### src/hw/rtl/ecc_pkg.sv
// Shared types, constants and arithmetic helpers for the epoch calendar converter.
`timescale 1ns / 1ps
package ecc_pkg;

  localparam int unsigned SecPerDay   = 86400;
  localparam int unsigned JdnUnixBase = 2440588;

  localparam logic ModeSplit = 1'b0;
  localparam logic ModeAdd   = 1'b1;

  localparam int unsigned ToEpochStages = 3;
  localparam int unsigned SplitStages   = 7;

  typedef struct packed {
    logic              mode;
    logic [31:0]       epoch_in;
    logic signed [7:0] year_in;
    logic [3:0]        month_in;
    logic [4:0]        day_in;
    logic [4:0]        hour_in;
    logic [5:0]        minute_in;
    logic [5:0]        second_in;
    logic [31:0]       add_amount;
  } req_t;

  typedef struct packed {
    logic [31:0]       epoch_out;
    logic signed [7:0] year_out;
    logic [3:0]        month_out;
    logic [4:0]        day_out;
    logic [4:0]        hour_out;
    logic [5:0]        minute_out;
    logic [5:0]        second_out;
  } rsp_t;

  // Days from 1 March to the start of March-based month m: (153 m + 2) / 5
  function automatic logic [8:0] month_days(logic [3:0] m);
    logic [8:0] r;
    case (m)
      4'd0:    r = 9'd0;
      4'd1:    r = 9'd31;
      4'd2:    r = 9'd61;
      4'd3:    r = 9'd92;
      4'd4:    r = 9'd122;
      4'd5:    r = 9'd153;
      4'd6:    r = 9'd184;
      4'd7:    r = 9'd214;
      4'd8:    r = 9'd245;
      4'd9:    r = 9'd275;
      4'd10:   r = 9'd306;
      4'd11:   r = 9'd337;
      4'd12:   r = 9'd367;
      4'd13:   r = 9'd398;
      4'd14:   r = 9'd428;
      default: r = 9'd459;
    endcase
    return r;
  endfunction

endpackage

### src/hw/rtl/ecc_if.sv
// Valid/ready channel interface carrying one request or response.
`timescale 1ns / 1ps
interface ecc_req_if;
  logic          valid;
  logic          ready;
  ecc_pkg::req_t data;
  modport source (output valid, output data, input ready);
  modport sink   (input valid, input data, output ready);
endinterface

interface ecc_rsp_if;
  logic          valid;
  logic          ready;
  ecc_pkg::rsp_t data;
  modport source (output valid, output data, input ready);
  modport sink   (input valid, input data, output ready);
endinterface

### src/hw/rtl/ecc_to_epoch.sv
// Fields to epoch seconds: three register stages, advancing under a shared enable.
`timescale 1ns / 1ps
module ecc_to_epoch (
  input  logic          clk_i,
  input  logic          en_i,
  input  ecc_pkg::req_t req_i,
  output logic [31:0]   epoch_o
);
  // Stage A: March-based year and month, small terms
  logic [12:0] y_d, y_q;
  logic [3:0]  m_d;
  logic [8:0]  mdays_d, mdays_q;
  logic [16:0] hms_d, hms_q;
  logic        mode_q;
  logic [31:0] epoch_q, add_q;
  logic        early;

  always_comb begin
    early   = (req_i.month_in <= 4'd2);
    y_d     = 13'(14'(signed'(req_i.year_in)) + 14'sd6800) - {12'd0, early};
    m_d     = 4'(req_i.month_in + (early ? 4'd12 : 4'd0) - 4'd3);
    mdays_d = ecc_pkg::month_days(m_d) + {4'd0, req_i.day_in};
    hms_d   = 17'({12'd0, req_i.hour_in} * 17'd3600) + 17'({11'd0, req_i.minute_in} * 17'd60)
            + {11'd0, req_i.second_in};
  end

  // Stage B: day number from year; y / 100 as (y * 5243) >> 19, exact below 8192
  logic [31:0] days_d, days_q, hms2_q, add2_q, ep2_q;
  logic        mode2_q;
  logic [25:0] cent_prod;
  logic [6:0]  cent;
  always_comb begin
    cent_prod = {13'd0, y_q} * 26'd5243;
    cent      = cent_prod[25:19];
    days_d = 32'd365 * {19'd0, y_q} + {21'd0, y_q[12:2]}
           - {25'd0, cent} + {27'd0, cent[6:2]}
           + {23'd0, mdays_q} - 32'd32045 - 32'(ecc_pkg::JdnUnixBase);
  end

  // Stage C: seconds
  logic [31:0] sum_d, sum_q;
  always_comb sum_d = (mode2_q == ecc_pkg::ModeAdd)
                    ? (days_q * 32'(ecc_pkg::SecPerDay) + hms2_q + add2_q) : ep2_q;

  always_ff @(posedge clk_i) begin
    if (en_i) begin
      y_q     <= y_d;
      mdays_q <= mdays_d;
      hms_q   <= hms_d;
      mode_q  <= req_i.mode;
      epoch_q <= req_i.epoch_in;
      add_q   <= req_i.add_amount;
      days_q  <= days_d;
      hms2_q  <= {15'd0, hms_q};
      add2_q  <= add_q;
      ep2_q   <= epoch_q;
      mode2_q <= mode_q;
      sum_q   <= sum_d;
    end
  end
  assign epoch_o = sum_q;
endmodule

### src/hw/rtl/ecc_split.sv
// Epoch seconds to calendar fields: seven register stages under a shared enable.
`timescale 1ns / 1ps
module ecc_split (
  input  logic          clk_i,
  input  logic          en_i,
  input  logic [31:0]   epoch_i,
  output ecc_pkg::rsp_t rsp_o
);
  // Reciprocals: x / d is (x * K) >> S, exact over the range each operand reaches
  localparam logic [25:0] RecipDay  = 26'd50903317; // (t >> 7) / 675, S = 35
  localparam logic [15:0] RecipMin  = 16'd34953;    // (tod >> 2) / 15, S = 19
  localparam logic [13:0] RecipHour = 14'd9321;     // (tod >> 4) / 225, S = 21
  localparam logic [17:0] RecipYear = 18'd183735;   // x / 1461, S = 28
  localparam logic [10:0] RecipMon  = 11'd1714;     // x / 153, S = 18

  // Stage 1: day count
  logic [31:0] t1_q;
  logic [15:0] dn1_q;
  logic [50:0] dn_prod;
  always_comb dn_prod = {26'd0, epoch_i[31:7]} * {25'd0, RecipDay};
  always_ff @(posedge clk_i) if (en_i) begin
    t1_q  <= epoch_i;
    dn1_q <= dn_prod[50:35];
  end

  // Stage 2: day number from the calendar origin and time of day
  logic [31:0] t2_q;
  logic [22:0] a2_q;
  logic [16:0] tod2_q;
  always_ff @(posedge clk_i) if (en_i) begin
    t2_q   <= t1_q;
    a2_q   <= {7'd0, dn1_q} + 23'(ecc_pkg::JdnUnixBase) + 23'd32044;
    tod2_q <= 17'(t1_q - {16'd0, dn1_q} * 32'(ecc_pkg::SecPerDay));
  end

  // Stage 3: era and day of era, minutes and hours of the day
  logic [31:0] t3_q;
  logic [6:0]  b3_q;
  logic [15:0] c3_q;
  logic [16:0] tod3_q;
  logic [10:0] mins3_q;
  logic [4:0]  h3_q;
  logic [24:0] a4;
  logic [6:0]  b;
  logic [22:0] era_start;
  logic [30:0] mins_prod;
  logic [26:0] hour_prod;
  always_comb begin
    a4 = {a2_q, 2'b11};
    // The 32-bit epoch span only reaches eras 67 to 69
    if (a4 >= 25'd10080693) begin
      b         = 7'd69;
      era_start = 23'd2520173;
    end else if (a4 >= 25'd9934596) begin
      b         = 7'd68;
      era_start = 23'd2483649;
    end else begin
      b         = 7'd67;
      era_start = 23'd2447124;
    end
    mins_prod = {16'd0, tod2_q[16:2]} * {15'd0, RecipMin};
    hour_prod = {14'd0, tod2_q[16:4]} * {13'd0, RecipHour};
  end
  always_ff @(posedge clk_i) if (en_i) begin
    t3_q    <= t2_q;
    b3_q    <= b;
    c3_q    <= 16'(a2_q - era_start);
    tod3_q  <= tod2_q;
    mins3_q <= mins_prod[29:19];
    h3_q    <= hour_prod[25:21];
  end

  // Stage 4: year within era, seconds and minutes
  logic [31:0] t4_q;
  logic [6:0]  b4_q, d4_q;
  logic [15:0] c4_q;
  logic [4:0]  h4_q;
  logic [5:0]  mi4_q, s4_q;
  logic [35:0] yr_prod;
  always_comb yr_prod = {18'd0, c3_q, 2'b11} * {18'd0, RecipYear};
  always_ff @(posedge clk_i) if (en_i) begin
    t4_q  <= t3_q;
    b4_q  <= b3_q;
    c4_q  <= c3_q;
    d4_q  <= yr_prod[34:28];
    h4_q  <= h3_q;
    mi4_q <= 6'(mins3_q - {6'd0, h3_q} * 11'd60);
    s4_q  <= 6'(tod3_q - {6'd0, mins3_q} * 17'd60);
  end

  // Stage 5: day of March-based year
  logic [31:0] t5_q;
  logic [6:0]  b5_q, d5_q;
  logic [8:0]  e5_q;
  logic [4:0]  h5_q;
  logic [5:0]  mi5_q, s5_q;
  logic [17:0] yr_days;
  always_comb yr_days = {11'd0, d4_q} * 18'd1461;
  always_ff @(posedge clk_i) if (en_i) begin
    t5_q  <= t4_q;
    b5_q  <= b4_q;
    d5_q  <= d4_q;
    e5_q  <= 9'(c4_q - yr_days[17:2]);
    h5_q  <= h4_q;
    mi5_q <= mi4_q;
    s5_q  <= s4_q;
  end

  // Stage 6: March-based month
  logic [31:0] t6_q;
  logic [6:0]  b6_q, d6_q;
  logic [8:0]  e6_q;
  logic [3:0]  m6_q;
  logic [4:0]  h6_q;
  logic [5:0]  mi6_q, s6_q;
  logic [10:0] e5x;
  logic [21:0] mon_prod;
  always_comb begin
    e5x      = {2'd0, e5_q} * 11'd5 + 11'd2;
    mon_prod = {11'd0, e5x} * {11'd0, RecipMon};
  end
  always_ff @(posedge clk_i) if (en_i) begin
    t6_q  <= t5_q;
    b6_q  <= b5_q;
    d6_q  <= d5_q;
    e6_q  <= e5_q;
    m6_q  <= mon_prod[21:18];
    h6_q  <= h5_q;
    mi6_q <= mi5_q;
    s6_q  <= s5_q;
  end

  // Stage 7: month, day and year
  logic        hi;
  logic [15:0] yr;
  always_comb begin
    hi = (m6_q >= 4'd10);
    yr = 16'd100 * {9'd0, b6_q} + {9'd0, d6_q} + {15'd0, hi} - 16'd6800;
  end
  always_ff @(posedge clk_i) if (en_i) begin
    rsp_o.epoch_out  <= t6_q;
    rsp_o.year_out   <= yr[7:0];
    rsp_o.month_out  <= hi ? 4'(m6_q - 4'd9) : 4'(m6_q + 4'd3);
    rsp_o.day_out    <= 5'(e6_q - ecc_pkg::month_days(m6_q) + 9'd1);
    rsp_o.hour_out   <= h6_q;
    rsp_o.minute_out <= mi6_q;
    rsp_o.second_out <= s6_q;
  end
endmodule

### src/hw/rtl/epoch_calendar_converter_core.sv
// Top level of the epoch calendar converter: ten-stage pipeline with valid tracking.
//  channel | dir | payload
//  req     | in  | mode, epoch, date/time fields, add amount
//  rsp     | out | epoch and date/time fields
// One request per cycle unless the response side stalls; each answer comes out of the last stage.
// Reset clears the valid bits only. A stall on the response side freezes the
// whole pipeline; ready drops only when the last stage holds a response
// that is not being taken, so nothing is lost or repeated.
`timescale 1ns / 1ps
module epoch_calendar_converter_core (
  input  logic       clk_i,
  input  logic       rst_ni,
  ecc_req_if.sink    req_i,
  ecc_rsp_if.source  rsp_o
);
  localparam int unsigned Stages = ecc_pkg::ToEpochStages + ecc_pkg::SplitStages;
  logic [Stages-1:0] vld_q;
  logic              en;
  logic [31:0]       epoch;

  assign en          = !vld_q[Stages-1] || rsp_o.ready;
  assign req_i.ready = en;
  assign rsp_o.valid = vld_q[Stages-1];

  always_ff @(posedge clk_i or negedge rst_ni) begin
    if (!rst_ni) begin
      vld_q <= '0;
    end else if (en) begin
      vld_q <= {vld_q[Stages-2:0], req_i.valid};
    end
  end

  ecc_to_epoch u_to_epoch (.clk_i, .en_i(en), .req_i(req_i.data), .epoch_o(epoch));
  ecc_split    u_split    (.clk_i, .en_i(en), .epoch_i(epoch), .rsp_o(rsp_o.data));
endmodule
### src/flat_wrapper.sv
// flat-port wrapper written by rule: the top's interface ports become plain ports
module epoch_calendar_converter_core_flat 
  (clk_i, rst_ni, req_i_valid, req_i_data, req_i_ready, rsp_o_valid, rsp_o_data, rsp_o_ready);
  ecc_req_if req_i_i ();
  ecc_rsp_if rsp_o_i ();
  input  logic clk_i;
  input  logic rst_ni;
  input wire logic [$bits(req_i_i.valid)-1:0] req_i_valid;
  input wire logic [$bits(req_i_i.data)-1:0] req_i_data;
  output wire logic [$bits(req_i_i.ready)-1:0] req_i_ready;
  output wire logic [$bits(rsp_o_i.valid)-1:0] rsp_o_valid;
  output wire logic [$bits(rsp_o_i.data)-1:0] rsp_o_data;
  input wire logic [$bits(rsp_o_i.ready)-1:0] rsp_o_ready;
  assign req_i_i.valid = req_i_valid;
  assign req_i_i.data = req_i_data;
  assign req_i_ready = req_i_i.ready;
  assign rsp_o_valid = rsp_o_i.valid;
  assign rsp_o_data = rsp_o_i.data;
  assign rsp_o_i.ready = rsp_o_ready;
  epoch_calendar_converter_core u_core (.clk_i(clk_i), .rst_ni(rst_ni), .req_i(req_i_i), .rsp_o(rsp_o_i));
endmodule
### config.mk
export PLATFORM = sky130hd
export DESIGN_NAME = epoch_calendar_converter_core_flat
export DESIGN_NICKNAME = d
export VERILOG_FILES = /design/src/hw/rtl/ecc_pkg.sv /design/src/hw/rtl/ecc_if.sv /design/src/hw/rtl/ecc_to_epoch.sv /design/src/hw/rtl/ecc_split.sv /design/src/hw/rtl/epoch_calendar_converter_core.sv /design/src/flat_wrapper.sv
export SDC_FILE = /design/constraint.sdc
export NUM_CORES = 2
export LEC_CHECK = 0
export BUFFER_PORTS_ARGS = -buffer_cell sky130_fd_sc_hd__buf_2
export CAP_MARGIN = 20
export CORE_UTILIZATION = 50
export DETAILED_ROUTE_END_ITERATION = 8
export GPL_TIMING_DRIVEN = 0
export PLACE_DENSITY = 0.69
export SLEW_MARGIN = 40
export SYNTH_ARGS = -nofsm -noshare
export SYNTH_HDL_FRONTEND = slang
export SYNTH_HIERARCHICAL = 1
export SYNTH_SLANG_ARGS = --single-unit
### constraint.sdc
create_clock -name clk_i -period 11.23 [get_ports clk_i]
set_clock_uncertainty 0.2 [all_clocks]
set_input_delay 1.123 -clock clk_i [delete_from_list [all_inputs] [get_ports clk_i]]
set_output_delay 1.123 -clock clk_i [all_outputs]
set_load 0.01 [all_outputs]
## Word-level counts from Yosys, hierarchy flattened

Memories as Yosys holds them, arrays and structs flattened. A register that Yosys moved wholly into a read port is not among the register bits.
Cells that the tools add are included.
W data, S select, Z words.

- Flip-flop bits (word level): 739
- Memory bits (read-only): 288
- Input port bits: 103
- Output and inout port bits: 68
- Memories: 2

Memory list:

| memory | depth | width | rd ports | clocked after memory_dff | wr ports | RTL line | source |
|---|---|---|---|---|---|---|---|
| (name not given) | 16 | 9 | 1 | 1 | 0 | ecc_pkg.sv:39 | `case (m)` |
| (name not given) | 16 | 9 | 1 | 0 | 0 | ecc_pkg.sv:39 |  |

- Add/sub/neg operators: 30
- Multipliers: 16
- Order comparisons: 4
- Muxes and demuxes: 8
- Reductions and logical operators: 2

Operators by type and width:

| cell | count |
|---|---|
| $mul A25 B26 Y51 const B | 1 |
| $ge A25 B24 Y1 const B | 2 |
| $mul A18 B18 Y35 const B | 1 |
| $add A32 B17 Y32 | 1 |
| $add A32 B32 Y32 | 1 |
| $mul A32 B10 Y25 const B | 1 |
| $mux W16 | 2 |
| $mux W32 | 1 |
| $mul A15 B16 Y30 const B | 1 |
| $sub A27 B23 Y28 const B | 1 |
| $sub A26 B16 Y27 const B | 1 |
| $add A25 B10 Y26 | 1 |
| $mul A13 B13 Y26 const B | 1 |
| $mul A13 B14 Y26 const B | 1 |
| $add A24 B6 Y25 | 1 |
| $sub A23 B7 Y24 | 1 |
| $add A16 B22 Y23 const B | 1 |
| $add A22 B11 Y23 | 1 |
| $add A23 B15 Y23 const B | 1 |
| $mul A9 B13 Y22 const A | 1 |
| $mul A11 B10 Y21 const B | 1 |
| $add A17 B12 Y17 | 1 |
| $add A17 B6 Y17 | 1 |
| $sub A17 B17 Y17 | 1 |
| other kinds (31) | 34 |

## Logic depth before layout (Yosys ltp)

- Word-level depth: 7
- Gate-level depth with buffers: 49

## Cells and area by module

The synthesis kept the hierarchy.

By module, submodules not included:

| module | times used | cells an instance | area each (um2) |
|---|---|---|---|
| ecc_split | 1 | 3068 | 38104.0 |
| ecc_to_epoch | 1 | 1988 | 21857.2 |
| epoch_calendar_converter_core | 1 | 22 | 412.9 |

## Worst setup path after synthesis

No wires, ideal clock.

- Path kind: register to register
- Start: register u_core.u_to_epoch.y_q[9]
- End: register u_core.u_to_epoch.days_q[24], data pin
- Setup time: 0.269 ns
- Arrival time: 10.365 ns
- Slack: 0.396 ns
- Stages on the path, launching flop included: 40
- Buffers on the path: 0
- Period minus slack after synthesis: 10.834 ns
- Cell sequence: edfxtp_1 -> inv_1 -> fa_1 -> inv_1 -> ha_1 -> ha_1 -> fa_1 -> inv_1 -> fa_1 -> inv_1 -> ha_1 -> a21o_1 -> a2111oi_0 -> nor4b_1 -> nor4_1 -> o21ai_1 -> a211oi_1 -> xnor2_1 -> [... 4 more ...] -> inv_1 -> ha_1 -> or3_1 -> a21oi_2 -> a21oi_1 -> nor2_1 -> nor2_1 -> ha_1 -> ha_1 -> or2_2 -> a31oi_1 -> nand3b_1 -> o22ai_1 -> and4_4 -> a31o_1 -> a41o_1 -> a41oi_2 -> xnor2_1

- Longest elaborated chain between the ends: 7
- Elaborated cells between the ends (all ways): 8
- Classes of those cells: 6 x add/sub; 2 x mul

RTL lines:

| what | RTL line | source |
|---|---|---|
| from (decl) | ecc_to_epoch.sv:10 | `logic [12:0] y_d, y_q;` |
| from (signal assigned) | ecc_to_epoch.sv:47 | `y_q <= y_d;` |
| $mul A9 B13 Y22 | ecc_to_epoch.sv:35 | `days_d = 32'd365 * {19'd0, y_q} + {21'd0, y_q[12:2]}` |
| $add A22 B11 Y23 | ecc_to_epoch.sv:35 |  |
| $sub A23 B7 Y24 | ecc_to_epoch.sv:36 | `- {25'd0, cent} + {27'd0, cent[6:2]}` |
| $add A24 B6 Y25 * | ecc_to_epoch.sv:36 |  |
| $add A25 B10 Y26 * | ecc_to_epoch.sv:37 | `+ {23'd0, mdays_q} - 32'd32045 - 32'(ecc_pkg::JdnUnixBase);` |
| $sub A26 B16 Y27 * | ecc_to_epoch.sv:37 |  |
| $sub A27 B23 Y28 * | ecc_to_epoch.sv:37 |  |
| via u_core.u_to_epoch.days_d[24] | ecc_to_epoch.sv:28 | `logic [31:0] days_d, days_q, hms2_q, add2_q, ep2_q;` |
| to (signal assigned) | ecc_to_epoch.sv:53 | `days_q <= days_d;` |
| to (decl) | ecc_to_epoch.sv:28 |  |

The timed path passes the listed nets; every way through them passes the cells marked *.
A chain may end at the register's enable or synchronous reset.

## Worst setup path after layout

- Start: register u_core.u_to_epoch.y_q[6]
- End: register u_core.u_to_epoch.days_q[24], data pin

Same word-level chain as after synthesis.

==> results.cfg <==
[run_status]
outcome = completed

[placement]
dp_hpwl_microns = 91500
placed_cells = 6867
place_congestion = 0.909
portBuffers = 169

[detailed_routing]
vias = 35000
routedWlPerCell_microns = 16.0
drt_iter0_drc = 1378
drt_first_pass_iters = 5
ant_nets = 0
route.detailed.drc = 0
finalWirelength_microns = 112000
via_per_inst = 4.98

[global_route]
grt-ovfl-total = 0
grt_usage_pct = 19.2
antenna_found_initial = 8
grt_max_degree = 121
grt_pass1_vias = 36700
grt_pass1_wl_microns = 185000

[critical_path]
arrival_ns = 11.02
cpPeakStageDelay_ns = 0.56
timing_worst_setup_path_type = reg2reg
worstReg2RegStart = u_core/u_to_epoch/y_q[6]
path_max_fanout = 7
critPathLaunchType = flop
r2r_cells = 40
r2r-end = u_core/u_to_epoch/days_q[24]
rrSetupSlack_ns = 0.43
crit_slowest_cell = fa_1
critPathRequiredTime_ns = 11.45
end_kind = flop

[synth]
synth_cell_types = 81
synth_edf_count = 672
synth_top_area_share_pct = 33.4
netlist_instances = 5078
synth_area_leaders = edfxtp_1 33%, ha_1 24%, fa_1 20%, inv_1 8.2%, xnor2_1 3.0%
synth_top_area_cell = edfxtp_1
synth-seq-area-share_pct = 34.0
synth_async_sr_flop_share_pct = 1.46
yosys_warnings = 6
syn_area_per_cell_sq_um = 11.9
netlist_area_sq_um = 60400
ys_ff_latch = 687
ys.flop_type = edfxtp_1

[sta]
slew_headroom_pct = 45.2
maxSlewViolCount = 0
fmax_ghz = 0.0926
worstMarginPinSlew_ns = 0.821
final_hold_viol_count = 0
finalSetupViolations = 0
period_minus_slack_ns = 10.80
period_share_pct = 96.2

[finish]
fin_nets = 7192
finalNonFillerCells = 7042
layout-drive-gt1-share_pct = 7.35
syn_to_final_growth_pct = 10.0

[run]
drv_cap = 0

[clocking]
postCtsHoldBufs = 0
clock_path_buffers = 3
htreeDepth = 3
cts.clk_slew.worst_paths_ns = 0.06
numCtsBuffers = 80
cts_sinks = 687
cts-root-buf = clkbuf_16
clock_latency_ns = 0.69
cts_tree = done

[die]
initial_core_util_pct = 50.4
design.die.area_sq_um = 122000
fp.dieW_microns = 349
die_y_microns = 349
row_count = 127
core_sq_um = 120000
num_io_pins = 171

[min_path]
worstHoldPathType = in2async
## worst max path at each step
stage / to / start / cells after the start
after floorplan: u_core/u_to_epoch/days_q[24] / u_core/u_to_epoch/y_q[9] / 39
after global placement: u_core/u_to_epoch/days_q[24] / u_core/u_to_epoch/y_q[9] / 40
after detailed placement: u_core/u_to_epoch/days_q[24] / u_core/u_to_epoch/y_q[9] / 40
after CTS: u_core/u_to_epoch/days_q[24] / u_core/u_to_epoch/y_q[8] / 39
after global routing: u_core/u_to_epoch/days_q[24] / u_core/u_to_epoch/y_q[7] / 48
final: u_core/u_to_epoch/days_q[24] / u_core/u_to_epoch/y_q[6] / 40
## sequential cells by signal (all words and copies together), names as in the netlist, 9 cells and up, named ones only
signal and flops:
u_core/u_to_epoch/epoch_o 32, u_core/u_split/t1_q 32, u_core/u_to_epoch/y_q 10, u_core/u_split/e5_q 9
u_core/u_split/dn1_q 16, u_core/u_split/rsp_o 64, u_core/u_to_epoch/ep2_q 32, u_core/u_split/t4_q 32
u_core/u_to_epoch/add_q 32, u_core/u_to_epoch/mdays_q 9, u_core/u_split/t5_q 32, u_core/u_split/c3_q 16
u_core/u_split/tod2_q 10, u_core/u_split/c4_q 9, u_core/u_to_epoch/hms2_q 17, u_core/vld_q 10
u_core/u_split/a2_q 18, u_core/u_to_epoch/add2_q 32, u_core/u_to_epoch/days_q 25, u_core/u_split/t3_q 32
u_core/u_to_epoch/epoch_q 32, u_core/u_split/t2_q 32, u_core/u_split/t6_q 32, u_core/u_to_epoch/hms_q 17
## area by class of cell
type | count | area, sq um
Clock buffer | 93 | 2050
Antenna cell | 2 | 5.00
Buffer | 17 | 95.1
Clock inverter | 53 | 637
Multi-Input combinational cell | 3053 | 34900
Tap cell | 1612 | 2020
Timing Repair Buffer | 202 | 1210
Fill cell | 10200 | 53400
Inverter | 1323 | 4980
Sequential cell | 687 | 20500
## cell usage after synthesis (4+ instances only)
cell / count
xnor2_1: 205
o31ai_1: 5
nand4_1: 18
mux2_4: 8
a2111oi_0: 7
dfxtp_1: 5
nand2_1: 108
o21a_1: 34
and3_1: 15
nand2b_1: 24
a211o_1: 9
a41oi_1: 5
o21ai_0: 91
xor2_1: 83
fa_1: 591
nor2b_1: 26
mux2i_1: 8
o31a_1: 9
a31oi_1: 12
o41ai_1: 6
a21oi_1: 181
nor3_1: 38
a21o_1: 71
a21boi_0: 9
o211ai_1: 13
and2_1: 10
or4_1: 4
nor4_1: 9
o2111ai_1: 7
nand3_1: 35
nor2_1: 121
clkbuf_1: 13
edfxtp_1: 672
dfrtp_1: 10
or3_1: 6
ha_1: 1134
mux2_2: 29
a211oi_1: 19
o21ai_1: 8
inv_1: 1323
o21bai_1: 33
## metal layers
| metal | vias up | track usage, % | part of all wire (%) |
|---|---|---|---|
| met5 | - | 0 | 0.064 |
| met4 | 12 | 6.58 | 3.2 |
| met3 | 183 | 2.96 | 3.8 |
| met2 | 518 | 32.8 | 49 |
| met1 | 17000 | 24.9 | 44 |
| li1 | 17300 | - | - |
## kinds of logic (layout without fill, tap and decap cells)
logic type	count (synthesis)	in the layout	synth area share [%]
buf+inv	1340	1688	8.36
flops	687	687	34.0
simple gates	427	427	3.38
mux	45	45	0.872
compound gates	562	562	6.04
fa+ha+maj	1727	1727	43.1
other cells	1	5	0.00621
xor+xnor	289	289	4.22
## cell usage in the layout (no fill, tap or decap), types with 15 or more instances in the layout
master	n
inv_1	1319
ha_1	1134
edfxtp_1	672
fa_1	591
xnor2_1	201
a21oi_1	180
buf_2	169
nor2_1	121
nand2_1	108
o21ai_0	89
xor2_1	83
clkbuf_16	80
a21o_1	71
nor3_1	38
nand3_1	35
o21a_1	34
o21bai_1	33
mux2_2	29
buf_4	29
clkbuf_1	26
nor2b_1	26
nand2b_1	24
nand4_1	18
a211oi_1	18
and3_1	15
## metrics by stage
stage | area [sq um] | setup TNS, ns | hold slack, ns | worst slack, ns | utilization (%)
after global routing | 66400 | -0.0138 | 0.0663 | -0.0138 | 55.5
after detailed placement | 63400 | -15.61 | 0.205 | -1.60 | 52.9
final | 66400 | 0 | 0.0850 | 0.426 | 55.5
after global placement | 63200 | -14.32 | 0.200 | -1.50 | 52.8
after floorplan | 60400 | 0 | 0.200 | 0.396 | -
after CTS | 66300 | 0 | 0.0264 | 0.0289 | 55.3
## worst max-delay path: cells and delay by family, from the launching register on
family                     cells  cell delay [ns]
adders and majority gates     12             4.89
and+or+nand+nor                8             1.56
DFF                            1             0.42
buffers and inverters          5             0.51
AOI/OAI and AO/OA             12             2.46
xor gates and xnor gates       3             0.50
## repair_timing
action	in CTS	in global routing
setup endpoints to repair	17	9
endpoints found under the hold margin	0	0
gates resized for setup	10	13
buffers inserted	14	13
pin swaps	1	6
Power is left out: the tool's default activity adds up to more than one toggle a clock period on the data nets, which glitch-free logic cannot reach.
